[config.mk]
export PLATFORM = sky130hd
export DESIGN_NAME = rfr_fifo
export DESIGN_NICKNAME = d
export VERILOG_FILES = /design/src/hdl/rfr_pkg.sv /design/src/hdl/rfr_fifo.sv
export SDC_FILE = /design/constraint.sdc
export NUM_CORES = 1
export LEC_CHECK = 0
export BUFFER_PORTS_ARGS = -buffer_cell sky130_fd_sc_hd__buf_4
export CAP_MARGIN = 20
export CORE_ASPECT_RATIO = 1.5
export CORE_UTILIZATION = 25
export DETAILED_ROUTE_END_ITERATION = 10
export SLEW_MARGIN = 20
export SYNTH_ARGS = -nofsm -noshare
export SYNTH_HDL_FRONTEND = slang
export SYNTH_SLANG_ARGS = --single-unit
[constraint.sdc]
create_clock -name clk_i -period 4.75 [get_ports clk_i]
set_clock_uncertainty 0.1 [all_clocks]
set_input_delay 0.475 -clock clk_i [delete_from_list [all_inputs] [get_ports clk_i]]
set_output_delay 0.475 -clock clk_i [all_outputs]
set_load 0.02 [all_outputs]
[src/hdl/rfr_pkg.sv]
`default_nettype none

package rfr_pkg;

  // Queue between the front and the back part.
  localparam int unsigned FIFO_DEPTH = 4;
  localparam int unsigned FIFO_PTR_W = $clog2(FIFO_DEPTH);
  localparam int unsigned FIFO_CNT_W = $clog2(FIFO_DEPTH + 1);

  localparam int unsigned DEF_MAX_COLUMNS = 4096;
  localparam int unsigned DEF_MAX_ROWS    = 4096;

  // Configuration register indexes.
  localparam logic [2:0] CFG_OFFSET_X    = 3'd0;
  localparam logic [2:0] CFG_OFFSET_Y    = 3'd1;
  localparam logic [2:0] CFG_CELL_WIDTH  = 3'd2;
  localparam logic [2:0] CFG_CELL_HEIGHT = 3'd3;
  localparam logic [2:0] CFG_RADIUS      = 3'd4;
  localparam logic [2:0] CFG_AMPLITUDE   = 3'd5;
  localparam logic [2:0] CFG_DEGREE      = 3'd6;

  localparam logic [31:0] RST_OFFSET = 32'd0;
  localparam logic [30:0] RST_SPAN   = 31'd65536;
  localparam logic [31:0] RST_AMP    = 32'd0;
  localparam logic [15:0] RST_DEGREE = 16'd256;

  localparam logic [30:0] Q30_ONE = 31'h4000_0000;

  // Odd Taylor coefficients of sin(pi/2 * x) in Q30.
  localparam logic signed [31:0] SIN_C1 = 32'sd1686629713;
  localparam logic signed [31:0] SIN_C3 = -32'sd693598669;
  localparam logic signed [31:0] SIN_C5 = 32'sd85569304;
  localparam logic signed [31:0] SIN_C7 = -32'sd5026995;
  localparam logic signed [31:0] SIN_C9 = 32'sd172272;

  // One item as it travels from the front part to the back part.
  typedef struct packed {
    logic [31:0] alt;
    logic        pre_in;
    logic [30:0] ax;
    logic [30:0] ay;
  } item_t;

  // 2^(-2^-(k+1)) in Q30.
  function automatic logic [29:0] exp_tab(input logic [3:0] k);
    logic [29:0] v;
    case (k)
      4'd0:    v = 30'd759250125;
      4'd1:    v = 30'd902905697;
      4'd2:    v = 30'd984625594;
      4'd3:    v = 30'd1028218693;
      4'd4:    v = 30'd1050733751;
      4'd5:    v = 30'd1062175491;
      4'd6:    v = 30'd1067942999;
      4'd7:    v = 30'd1070838486;
      4'd8:    v = 30'd1072289186;
      4'd9:    v = 30'd1073015247;
      4'd10:   v = 30'd1073378474;
      4'd11:   v = 30'd1073560134;
      4'd12:   v = 30'd1073650975;
      4'd13:   v = 30'd1073696399;
      4'd14:   v = 30'd1073719111;
      default: v = 30'd1073730467;
    endcase
    return v;
  endfunction

endpackage

`default_nettype wire

[src/hdl/rfr_fifo.sv]
`default_nettype none

module rfr_fifo (
  input  wire logic                            clk_i,
  input  wire logic                            rst_ni,
  input  wire logic                            push_i,
  input  wire rfr_pkg::item_t                  push_item_i,
  input  wire logic                            pop_i,
  output logic                                 valid_o,
  output rfr_pkg::item_t                       item_o,
  output logic [rfr_pkg::FIFO_CNT_W-1:0]       free_o
);

  localparam logic [rfr_pkg::FIFO_PTR_W-1:0] LAST = rfr_pkg::FIFO_PTR_W'(rfr_pkg::FIFO_DEPTH - 1);
  localparam logic [rfr_pkg::FIFO_CNT_W-1:0] FULL = rfr_pkg::FIFO_CNT_W'(rfr_pkg::FIFO_DEPTH);

  rfr_pkg::item_t mem_q [rfr_pkg::FIFO_DEPTH];
  logic [rfr_pkg::FIFO_PTR_W-1:0] wr_q, rd_q;
  logic [rfr_pkg::FIFO_CNT_W-1:0] count_q;
  logic do_pop;

  assign do_pop  = pop_i && (count_q != '0);
  assign valid_o = (count_q != '0);
  assign item_o  = mem_q[rd_q];
  assign free_o  = FULL - count_q;

  always_ff @(posedge clk_i or negedge rst_ni) begin
    if (!rst_ni) begin
      wr_q    <= '0;
      rd_q    <= '0;
      count_q <= '0;
    end else begin
      if (push_i) begin
        wr_q <= (wr_q == LAST) ? '0 : wr_q + 1'b1;
      end
      if (do_pop) begin
        rd_q <= (rd_q == LAST) ? '0 : rd_q + 1'b1;
      end
      if (push_i && !do_pop) begin
        count_q <= count_q + 1'b1;
      end else if (!push_i && do_pop) begin
        count_q <= count_q - 1'b1;
      end
    end
  end

  always_ff @(posedge clk_i) begin
    if (push_i) begin
      mem_q[wr_q] <= push_item_i;
    end
  end

`ifndef SYNTHESIS
  a_no_overflow: assert property (@(posedge clk_i) disable iff (!rst_ni)
    push_i && !do_pop |-> count_q < FULL)
    else $error("queue written while full");
  a_count_bound: assert property (@(posedge clk_i) disable iff (!rst_ni)
    count_q <= FULL)
    else $error("queue count out of range");
  a_count_step: assert property (@(posedge clk_i) disable iff (!rst_ni)
    push_i && !do_pop |=> count_q == $past(count_q) + 1'b1)
    else $error("queue count did not follow a write");
`endif

endmodule

`default_nettype wire

[After elaboration in Yosys (flattened, before gate mapping)]
Memory sizes are Yosys's and may differ from the RTL's.
Cells that the tools add are included.
Widths: inputs -> output; s select.
Word-level totals
  RAM bits: 380
  latch bits: 0
  flip-flop bits (word level): 7
  logic and storage cells: 24
  memories kept: 1
  bits of input ports: 99
  memory bits (read-only): 0
Memories
  mem_q: words 4, bits a word 95, rd ports 1, clocked after memory_dff 0, write ports 1, line rfr_fifo.sv:17  | rfr_pkg::item_t mem_q [rfr_pkg::FIFO_DEPTH];
Cells by class
  magnitude comparators: 0
  mux-type cells: 6
  equal/unequal tests: 2
  divide/modulo/power cells: 0
  reductions and logical operators: 7
  shifts and indexed selects: 0
  $add $sub $neg: 5
  bitwise logic cells: 0
  multiply operators: 0
Operators by type and width (number)
  $mux 3: 2
  $add 2x1->2 const B: 2
  $eq 2x2->1 const B: 2
  $mux 2: 2
  $add 3x1->3 const B: 1
  $logic_and 1x1->1: 3
  $reduce_bool 3->1: 1
  $sub 3x1->3 const B: 1
  $sub 3x3->3 const A: 1
  $logic_not 1->1: 2
  $mux 1: 2
  $reduce_bool 2->1: 1

[Logic depth before layout (Yosys ltp)]
  depth after elaboration: 5
  gate-level depth with buffers: 11
  depth with buffers taken out: 11

[Least setup slack after synthesis]
OpenSTA, ideal clock, no wires.
  kind: reg2reg
  start: register wr_q[0] (netlist bit)
  end: memory mem_q[2][0] (netlist bit), enable pin
  slack: 1.363 ns
  buffers on the path: 0
  clock period less this slack: 3.387 ns
  required time: 4.186 ns
  cell stages (with the launch flop): 4
  arrival: 2.823 ns
  path through: dfrtp_1 > inv_1 > ha_1 > and2_1
RTL lines
  start: declaration: line rfr_fifo.sv:18  | logic [rfr_pkg::FIFO_PTR_W-1:0] wr_q, rd_q;
  start signal: assignment: line rfr_fifo.sv:34  | wr_q <= (wr_q == LAST) ? '0 : wr_q + 1'b1;
  end: declaration: line rfr_fifo.sv:17
No word-level cell before the write port.

==> flow_summary.yaml <==
route:
  vias: 6560
  wl_per_cell_um: 18.4
  firstDrtPassIters: 4
  drc: 0
  drt_iter0_drc: 217
  routed_wl_um: 29600
  vias_per_cell: 4.08
  postRouteAntennaNets: 0
layout:
  nets: 932
  diodes: 0
  area_growth_pct: 29.6
  fillers: 5248
  drive_above_1_share_pct: 42.6
grt:
  grt_pass1_wl_um: 44100
  grt_overflow: 0
  first_global_vias: 7298
  grt_max_degree: 55
  antenna_found_initial: 2
  track_usage_pct: 10.3
synth:
  yosysTopAreaCellShare_pct: 80.5
  synth_area_leader_cell: "edfxtp_1"
  yosysUniqueCellTypes: 20
  yosys_warnings: 0
  yosysSeqAreaShare_pct: 81.8
  synth_cells: 541
  synth_area_um2: 14200
  post_synth.cell_area_avg_um2: 26.2
  synth_seq_cells: 387
  synth_area_leaders: "edfxtp_1, mux4_2, dfrtp_1, ha_1, buf_4"
  syn_nets: 649
power_and_ir_drop:
  p_switching_mw: 3.45
  power.total_mw: 11.2
  max-vdd-ir-drop_uv: 514
  power.share.sequential_pct: 41.9
  leakagePower_nw: 6.16
  clkPwrFrac_pct: 25.6
  p_int_mw: 7.70
  power.density_nw_per_um2: 607
  netSwitchingFraction_pct: 30.9
  pwr-share-comb_pct: 32.5
place:
  gp_congestion: 0.652
  port_buffers: 197
  dpl_worst_slack_ns: 2.06
  hpwlAfterDp_um: 17700
sta:
  fmax_mhz: 317
  tns_ns: 0
  slew_viol_final: 0
  period_needed_ns: 3.16
  rsz0062_at_grt: "no"
  worst_slack_ns: 1.59
  max_slew.worst_pin.slew_ns: 0.778
  hold_viol_final: 0
  setup_viol: 0
  finalCritPeriodShare_pct: 66.5
  relSlewSlack_pct: 48.1
critical_path:
  cp-startpoint: "rd_q[0]$_DFFE_PN0P_"
  crit_type: "register to output pin"
  critPathCapture: "item_o[16]"
  reg2reg_from: "count_q[0]$_DFFE_PN0P_"
  timing.rr.end: "count_q[1]$_DFFE_PN0P_"
  r2r_cells: 9
  path_max_fanout: 32
  cp-start-kind: "register"
  worstPathRequired_ns: 4.18
  reg2reg_slack_ns: 2.33
  crit_path_end_kind: "output pin"
  arrival_ns: 2.58
die:
  io_pins: 198
  die_height_um: 294
  start_util_pct: 25.4
  core_area_um2: 55800
  die_area_um2: 57700
  die_width_um: 196
  num_rows: 106
run:
  max_cap_viol_count: 0
clock_tree:
  cts.clk_slew.worst_paths_ns: 0.06
  clock_latency_ns: 0.53
  clockBufferDepth: 3
  cts_tree: "built"
  numCtsBuffers: 38
  cts-root-buf: "clkbuf_16"
  htree_levels: 2
  cts_sinks: 387
min_path:
  hold_path.class: "input port to register"
run_status:
  status: "finished, final reports clean"
## through the flow
step / area (um^2) / cells / utilization (%) / hold WS [ns]
6_report: 18400 / 1606 / 32.9 / 0.0421
3_3_place_gp: 16600 / 1480 / 29.7 / 0.194
3_5_place_dp: 16600 / 1480 / 29.7 / 0.194
4_1_cts: 18400 / 1606 / 32.9 / 0.0000686
2_1_floorplan: 14200 / 541 / - / 0.0794
5_1_grt: 18400 / 1606 / 32.9 / 0.00814
## worst min path at each step
stage / startpoint / to / depth (start not counted)
after CTS: push_item_i[12] / mem_q[0][12]$_DFFE_PP_ / 1
after global placement: rst_ni / count_q[1]$_DFFE_PN0P_ / 1
final: push_item_i[24] / mem_q[2][24]$_DFFE_PP_ / 1
after detailed placement: rst_ni / count_q[1]$_DFFE_PN0P_ / 1
after floorplan: rst_ni / count_q[0]$_DFFE_PN0P_ / 0
after global routing: push_item_i[22] / mem_q[2][22]$_DFFE_PP_ / 1
## power groups by stage
stage / clock, mW / combinational [mW] / sequential (mW)
6_report: 2.85 / 3.62 / 4.68
3_5_place_dp: 0 / 3.68 / 4.78
4_1_cts: 2.96 / 3.74 / 4.70
2_1_floorplan: 0 / 2.41 / 4.58
3_3_place_gp: 0 / 3.67 / 4.74
5_1_grt: 3.07 / 3.87 / 4.75
## final cells by class
| class | instances | area [um^2] | share of cell area [%] |
|---|---|---|---|
| flip-flops and latches | 387 | 11600 | 63.1 |
| multi-input cells | 122 | 2390 | 13.0 |
| repair buffers | 266 | 2230 | 12.2 |
| clock buffers | 45 | 998 | 5.44 |
| well taps | 756 | 946 | 5.15 |
| clock inverters | 21 | 165 | 0.899 |
| inverters | 9 | 33.8 | 0.184 |
## cell usage in the layout, fill, tap and decap left out, drive strengths merged
cell | netlist | routed
edfxtp | 380 | 380
buf | 19 | 206
mux4 | 95 | 95
dlygate4sd3 | 0 | 60
clkbuf | 4 | 45
clkinv | 0 | 14
inv | 9 | 12
ha | 8 | 8
dfrtp | 7 | 7
and2 | 4 | 4
nor2 | 3 | 3
mux2 | 3 | 3
nand2 | 2 | 2
o21ai | 2 | 2
xnor2 | 2 | 2
clkinvlp | 0 | 2
bufinv | 0 | 2
nor2b | 1 | 1
xor2 | 1 | 1
fa | 1 | 1
## per-layer routing
metal  GRT usage, %  routed length (um)
met2           18.8               15800
met3           2.69                1550
met4           3.94                 784
met5              0                  26
met1           11.4               11500
## state kept, by name, indices dropped and copies added (netlist names)
register  count
count_q       3
mem_q       380
rd_q          2
wr_q          2
## critical path: stages (launching register included)
cell	delay [ns]
dfrtp_4	0.92
buf_12	0.33
mux4_2	0.57
buf_4	0.18
## synthesized netlist by cell type (all sizes together)
| master | n |
|---|---|
| mux4 | 95 |
| xor2 | 1 |
| nand2 | 2 |
| nor2b | 1 |
| o21ai | 2 |
| mux2 | 3 |
| dfrtp | 7 |
| clkbuf | 4 |
| inv | 9 |
| edfxtp | 380 |
| fa | 1 |
| nor2 | 3 |
| xnor2 | 2 |
| and2 | 4 |
| ha | 8 |
| buf | 19 |
## kinds of logic after synthesis
family	Yosys count	synth area share [%]
AO/OA/AOI/OAI	2	0.0706
XOR/XNOR	3	0.185
adder cells (fa/ha/maj)	9	0.848
buffers and inverters	32	1.46
flip-flops	387	81.8
multiplexers	98	15.3
AND/OR/NAND/NOR	10	0.353
## timing repair
| action | 4_1_cts | 5_1_grt |
|---|---|---|
| gates resized for setup | 0 | 0 |
| hold buffers | 60 | 0 |
| buffers inserted | 0 | 0 |
| endpoints found under the hold margin | 221 | 0 |
Power figures use the tool's default switching activity.
