### config.mk
export PLATFORM = sky130hd
export DESIGN_NAME = rfr_front
export DESIGN_NICKNAME = d
export VERILOG_FILES = /design/src/hdl/rfr_pkg.sv /design/src/hdl/rfr_front.sv
export SDC_FILE = /design/constraint.sdc
export NUM_CORES = 2
export LEC_CHECK = 0
export ABC_AREA = 1
export BUFFER_PORTS_ARGS = -buffer_cell sky130_fd_sc_hd__buf_2
export CORE_ASPECT_RATIO = 1.5
export CORE_MARGIN = 10
export CORE_UTILIZATION = 58
export DETAILED_ROUTE_END_ITERATION = 7
export PLACE_DENSITY = 0.84
export SYNTH_ARGS = -nofsm -noshare
export SYNTH_HDL_FRONTEND = slang
export SYNTH_SLANG_ARGS = --single-unit
### constraint.sdc
create_clock -name clk_i -period 4.6 [get_ports clk_i]
set_clock_uncertainty 0.1 [all_clocks]
set_input_delay 0.46 -clock clk_i [delete_from_list [all_inputs] [get_ports clk_i]]
set_output_delay 0.46 -clock clk_i [all_outputs]
set_load 0.05 [all_outputs]
### src/hdl/rfr_pkg.sv
`default_nettype none

package rfr_pkg;

  // Queue between the front and the back part.
  localparam int unsigned FIFO_DEPTH = 4;
  localparam int unsigned FIFO_PTR_W = $clog2(FIFO_DEPTH);
  localparam int unsigned FIFO_CNT_W = $clog2(FIFO_DEPTH + 1);

  localparam int unsigned DEF_MAX_COLUMNS = 4096;
  localparam int unsigned DEF_MAX_ROWS    = 4096;

  // Configuration register indexes.
  localparam logic [2:0] CFG_OFFSET_X    = 3'd0;
  localparam logic [2:0] CFG_OFFSET_Y    = 3'd1;
  localparam logic [2:0] CFG_CELL_WIDTH  = 3'd2;
  localparam logic [2:0] CFG_CELL_HEIGHT = 3'd3;
  localparam logic [2:0] CFG_RADIUS      = 3'd4;
  localparam logic [2:0] CFG_AMPLITUDE   = 3'd5;
  localparam logic [2:0] CFG_DEGREE      = 3'd6;

  localparam logic [31:0] RST_OFFSET = 32'd0;
  localparam logic [30:0] RST_SPAN   = 31'd65536;
  localparam logic [31:0] RST_AMP    = 32'd0;
  localparam logic [15:0] RST_DEGREE = 16'd256;

  localparam logic [30:0] Q30_ONE = 31'h4000_0000;

  // Odd Taylor coefficients of sin(pi/2 * x) in Q30.
  localparam logic signed [31:0] SIN_C1 = 32'sd1686629713;
  localparam logic signed [31:0] SIN_C3 = -32'sd693598669;
  localparam logic signed [31:0] SIN_C5 = 32'sd85569304;
  localparam logic signed [31:0] SIN_C7 = -32'sd5026995;
  localparam logic signed [31:0] SIN_C9 = 32'sd172272;

  // One item as it travels from the front part to the back part.
  typedef struct packed {
    logic [31:0] alt;
    logic        pre_in;
    logic [30:0] ax;
    logic [30:0] ay;
  } item_t;

  // 2^(-2^-(k+1)) in Q30.
  function automatic logic [29:0] exp_tab(input logic [3:0] k);
    logic [29:0] v;
    case (k)
      4'd0:    v = 30'd759250125;
      4'd1:    v = 30'd902905697;
      4'd2:    v = 30'd984625594;
      4'd3:    v = 30'd1028218693;
      4'd4:    v = 30'd1050733751;
      4'd5:    v = 30'd1062175491;
      4'd6:    v = 30'd1067942999;
      4'd7:    v = 30'd1070838486;
      4'd8:    v = 30'd1072289186;
      4'd9:    v = 30'd1073015247;
      4'd10:   v = 30'd1073378474;
      4'd11:   v = 30'd1073560134;
      4'd12:   v = 30'd1073650975;
      4'd13:   v = 30'd1073696399;
      4'd14:   v = 30'd1073719111;
      default: v = 30'd1073730467;
    endcase
    return v;
  endfunction

endpackage

`default_nettype wire

### src/hdl/rfr_front.sv
`default_nettype none

module rfr_front #(
  parameter int unsigned MAX_COLUMNS = rfr_pkg::DEF_MAX_COLUMNS,
  parameter int unsigned MAX_ROWS    = rfr_pkg::DEF_MAX_ROWS
) (
  input  wire logic                            clk_i,
  input  wire logic                            rst_ni,
  input  wire logic                            in_valid_i,
  output logic                                 in_stall_o,
  input  wire logic [11:0]                     column_i,
  input  wire logic [11:0]                     row_i,
  input  wire logic [31:0]                     current_altitude_i,
  input  wire logic [31:0]                     offset_x_i,
  input  wire logic [31:0]                     offset_y_i,
  input  wire logic [30:0]                     cell_width_i,
  input  wire logic [30:0]                     cell_height_i,
  input  wire logic [30:0]                     radius_i,
  input  wire logic [rfr_pkg::FIFO_CNT_W-1:0]  fifo_free_i,
  output logic                                 push_o,
  output rfr_pkg::item_t                       push_item_o
);

  logic        vld_a_q, vld_b_q;
  logic [42:0] px_q, py_q;
  logic [31:0] alt_a_q;
  logic        rng_a_q;
  rfr_pkg::item_t item_b_q;

  logic        accept;
  logic [rfr_pkg::FIFO_CNT_W-1:0] busy;
  logic [44:0] dx, dy, ax, ay;
  logic        pre_in;

  // Items already in flight hold a queue slot each, so the queue never overflows.
  assign busy       = rfr_pkg::FIFO_CNT_W'(vld_a_q) + rfr_pkg::FIFO_CNT_W'(vld_b_q);
  assign in_stall_o = (busy >= fifo_free_i);
  assign accept     = in_valid_i && !in_stall_o;

  assign dx = {2'b00, px_q} + {{13{offset_x_i[31]}}, offset_x_i};
  assign dy = {2'b00, py_q} + {{13{offset_y_i[31]}}, offset_y_i};
  assign ax = dx[44] ? (45'd0 - dx) : dx;
  assign ay = dy[44] ? (45'd0 - dy) : dy;
  assign pre_in = rng_a_q && (ax < {14'd0, radius_i}) && (ay < {14'd0, radius_i});

  always_ff @(posedge clk_i or negedge rst_ni) begin
    if (!rst_ni) begin
      vld_a_q <= 1'b0;
      vld_b_q <= 1'b0;
    end else begin
      vld_a_q <= accept;
      vld_b_q <= vld_a_q;
    end
  end

  always_ff @(posedge clk_i) begin
    px_q     <= {31'd0, column_i} * {12'd0, cell_width_i};
    py_q     <= {31'd0, row_i} * {12'd0, cell_height_i};
    alt_a_q  <= current_altitude_i;
    rng_a_q  <= (32'(column_i) < MAX_COLUMNS) && (32'(row_i) < MAX_ROWS);
    item_b_q.alt    <= alt_a_q;
    item_b_q.pre_in <= pre_in;
    item_b_q.ax     <= ax[30:0];
    item_b_q.ay     <= ay[30:0];
  end

  assign push_o      = vld_b_q;
  assign push_item_o = item_b_q;

endmodule

`default_nettype wire

==> key figures, run 1 <==
Yosys
  – Synth top area share: 0.291
  – Net Count, Synth: 6982
  – Synthesized area: 40000 um2
  – Synth top area cells: fa_1 29%, nand2_1 18%, inv_1 14%
  – Main flop type after synthesis: dfxtp_1
  – Register area share after synthesis: 0.108
  – Distinct cell type count after synthesis: 46
  – Post-synthesis cell count: 5866
  – Yosys Warn Count: 0
  – Synth Area per Inst: 6.83 um2
  – Synthesized flop and latch total: 215
  – Fraction of registers with async set/reset: 0.00930
  – Synth cell count leaders: 1872 x nand2_1, 1472 x inv_1, 582 x fa_1
  – Count leader, synth: nand2_1
  – Top cell type by total area after synthesis: fa_1
  – Post-synth EDFFs: 0

Clock network
  – Number of CTS-inserted buffers: 19
  – H-tree Lvls: 1
  – Sink Count: 215
  – Longest Clk Path Bufs: 3
  – Clock root buffer: clkbuf_16

Timing
  – Worst setup endpoint GRT: px_q[42]$_DFF_P_/D
  – Worst EP kind: sequential cell input

Floorplanning
  – Die Width: 235 um
  – Row count: 117
  – IO Pins: 316
  – Initial Utilization: 0.587
  – Die Ht: about 340 um

Global routing
  – Largest net degree at the start of global routing: 21
  – Initial antenna violation count: 31
  – Overflow after GRT: 19
  – Total GRT Usage: 0.597

Placement
  – GPL Wtd Cong: 0.990
  – Input/output buffers: 315
  – Dpl hpwl: 114000 um

Run status
  – Status: did not finish
  – Log Error: [ERROR GRT-0232] Routing congestion too high. Check the congestion heatmap in the GUI.
  – Fail Step: 5_1_grt
## routing by layer
| metal | global-route usage | overflow |
|---|---|---|
| met1 | 0.565 | 0 |
| met2 | 0.794 | 8 |
| met3 | 0.433 | 2 |
| met4 | 0.579 | 8 |
| met5 | 0.225 | 1 |
## cell families after synthesis
logic type / synth area share
XOR/XNOR: 0.0306
adder cells (fa/ha/maj): 0.389
flip-flops: 0.108
AO/OA/AOI/OAI: 0.0518
AND/OR/NAND/NOR: 0.266
buffers and inverters: 0.154
## stage by stage
stage                     area [um2]  cells  setup slack [ns]  utilization
after floorplan                41700   5866            -0.469            -
after global placement         50400   7881            -0.882        0.738
after detailed placement       50400   7881             -1.05        0.738
after CTS                      53200   8001            -0.244        0.779
## timing repair
item	in CTS
pin swaps	174
hold endpoints to repair	34
hold buffers	33
gates cloned	9
resized for setup	318
endpoints found under the setup margin	48
setup buffers	51
==> run 2, diff against run 1 <==
--- a/config.mk
+++ b/config.mk
@@ -7,11 +7,10 @@
 export LEC_CHECK = 0
 export ABC_AREA = 1
 export BUFFER_PORTS_ARGS = -buffer_cell sky130_fd_sc_hd__buf_2
-export CORE_ASPECT_RATIO = 1.5
 export CORE_MARGIN = 10
-export CORE_UTILIZATION = 58
+export CORE_UTILIZATION = 40
 export DETAILED_ROUTE_END_ITERATION = 7
-export PLACE_DENSITY = 0.84
+export PLACE_DENSITY_LB_ADDON = 0.15
 export SYNTH_ARGS = -nofsm -noshare
 export SYNTH_HDL_FRONTEND = slang
 export SYNTH_SLANG_ARGS = --single-unit
==> run 2 against run 1 <==
The flow now finishes, with violations (setup timing). Synthesized cell count is the same. Synthesized area is the same.
==> key figures, run 2 <==
Run status
  – Status: finished, violations left
  – Failing checks: setup timing

Job
  – Maxcap violations: 0

Yosys
  – Distinct cell type count after synthesis: 46
  – Count leader, synth: nand2_1
  – Main flop type after synthesis: dfxtp_1
  – Yosys Warn Count: 0
  – Synthesized area: roughly 40000 um2
  – Synthesized flop and latch total: 215
  – Post-synthesis cell count: 5866
  – Post-synth EDFFs: 0
  – Synth top area cells: fa_1 29%, nand2_1 18%, inv_1 14%
  – Synth top area share: 0.291
  – Synth cell count leaders: 1872 x nand2_1, 1472 x inv_1, 582 x fa_1
  – Net Count, Synth: approximately 7.0k
  – Register area share after synthesis: 0.108
  – Fraction of registers with async set/reset: 0.00930
  – Top cell type by total area after synthesis: fa_1
  – Synth Area per Inst: 6.83 um2

Routing
  – Wire per inst: approximately 16 um
  – Post-Route WL: between 100000 and 150000 um
  – Vias: between 30k and 40k
  – DRC violations left: 0
  – Drt first pass iters: 5
  – Antenna violation net count after detailed routing: 0
  – Initial DRC Count: 2134
  – Vias/cell: 4.64

Timing
  – RSZ-0062 raised after global routing: true
  – Slew of the pin with the lowest slew margin: 0.531 ns
  – Final Cycle Share: 1.06
  – Final setup viols: 33
  – Worst setup margin: -0.279 ns
  – Setup TNS: -4.61 ns
  – Final hold viol count: 0
  – Tmin final: between 4 and 5 ns
  – Max Freq: 0.205 GHz
  – Slew Limit Fails: 0
  – Worst rel slew slack: 0.645

Setup path
  – R2r endpoint: push_item_o[62]
  – Crit Reg-Reg Startpoint: px_q[0]
  – Crit Path Category: in2reg
  – Cells on worst reg2reg path: 40
  – Crit path max-delay cell type: fa_1
  – Crit path DAT: 5.22 ns
  – Worst Path Required: about 4.9 ns
  – Register-to-register setup slack: -0.12 ns
  – Cell mode on critical path: fa_1
  – Slowest stage delay, CP: approximately 0.49 ns
  – Worst-path fanout max: 4
  – Setup crit start kind: input pin
  – Critical Path End Type: flop

Min path
  – Min-delay src: in_valid_i
  – Worst Hold Depth: 3
  – Hold path endpoint: vld_a_q
  – Hold WC Path Type: in2reg

Final layout
  – Commonest non-fill, non-tap cells in the layout: 1744 x nand2_1, 1402 x inv_1, 1001 x buf_4, 538 x fa_1, 285 x nor2_1
  – Fin area: 55900 um2
  – # fillers: 9546
  – Ratio of cells with drive above 1 in the final layout: 0.291
  – Final core occ: 0.560
  – Multi-input logic area: 32200 um2
  – Storage cell area: 4330 um2
  – Commonest non-fill, non-tap cell in the layout: nand2_1
  – Synth-to-Final Area Change: 39.5%
  – Max FFs per register: 95
  – Nets: 8300

Global routing
  – Overflow after GRT: 0
  – Total GRT Usage: 0.230
  – Number of global-route vias before repair: between 30k and 40k
  – Initial antenna violation count: 6
  – First-pass GRT wire length: 211000 um
  – Largest net degree at the start of global routing: 21

Clock network
  – H-tree Lvls: 1
  – Clock root buffer: clkbuf_16
  – Number of CTS-inserted buffers: 22
  – Sink Count: 215
  – CTS tree: built
  – Longest Clk Path Bufs: 3
  – Reg clk slew, reported paths: about 0.06 ns
  – Worst skew pair latency: 0.55 ns

Placement
  – Placed Instance Area: ~50000 um2
  – Dpl hpwl: 114000 um
  – Input/output buffers: about 320
  – Placement Setup Slack: -1.04 ns
  – GPL Wtd Cong: slightly above 0.9

Floorplanning
  – Row count: 116
  – Die area: around 110000 um2
  – Die Ht: 336 um
  – IO Pins: about 320
  – Core Region: around 100000 um2
  – Initial Utilization: 0.402
  – Die Width: 336 um
## run 2: worst max-delay path by stage
stage	start	end	slack [ns]	cells after the start
after floorplan	column_i[6]	px_q[40]	-0.47	26
after global placement	column_i[6]	px_q[40]	-0.91	26
after detailed placement	row_i[6]	py_q[39]	-1.04	24
after CTS	column_i[8]	px_q[40]	-0.21	26
after global routing	row_i[3]	py_q[42]	-0.46	26
final	row_i[3]	py_q[39]	-0.28	26
## run 2: worst max-delay path: cells and delay by family
kind,cells,cell delay [ns]
XOR/XNOR,1,0.12
AO/OA/AOI/OAI,6,0.75
buffers and inverters,7,0.68
AND/OR/NAND/NOR,6,0.49
adder cells (fa/ha/maj),6,2.73
## run 2: repair_timing
action / 4_1_cts / 5_1_grt
setup buffers: 52 / 55
pin swaps: 132 / 213
hold buffers: 33 / 0
hold endpoints to repair: 34 / 0
gates cloned: 9 / 3
setup endpoints to repair: 46 / 49
resized for setup: 263 / 418
## run 2: layout make-up
class                   count  area share
clock buffers              27      0.0111
clock inverters            13     0.00266
flip-flops and latches    215      0.0774
diodes                      4    0.000179
well taps                1298      0.0291
inverters                1493       0.100
multi-input cells        4015       0.576
repair buffers           1437       0.203
## run 2: logic make-up (layout without fill, tap and decap cells)
group	count (synthesis)	in the layout	share of synthesized area
other	0	4	0
adders and majority gates	897	897	0.389
buffers and inverters	1636	2970	0.154
DFF	215	215	0.108
xor gates and xnor gates	140	140	0.0306
and+or+nand+nor	2609	2609	0.266
AOI/OAI and AO/OA	369	369	0.0518
## run 2: per-stage QoR
stage	hold WS, ns	std cells
CTS	0.00202	8458
detailed placement	0.150	8328
global placement	0.146	8328
floorplan	0.0644	5866
global route	0.0366	8499
finish	0.0276	8502
## run 2: routing by layer
metal | up-vias | GRT usage | share of wire | routed length (um)
met4 | 4 | 0.0568 | 0.026 | 3390
met3 | 143 | 0.0281 | 0.061 | 8080
met2 | 1013 | 0.378 | 0.46 | 60600
li1 | 19800 | - | - | -
met5 | - | 0 | 0.00020 | 27
met1 | 18400 | 0.321 | 0.46 | 61000
Power of run 2 is left out: the tool's default activity adds up to more than one toggle a clock period on the data nets, which glitch-free logic cannot reach.
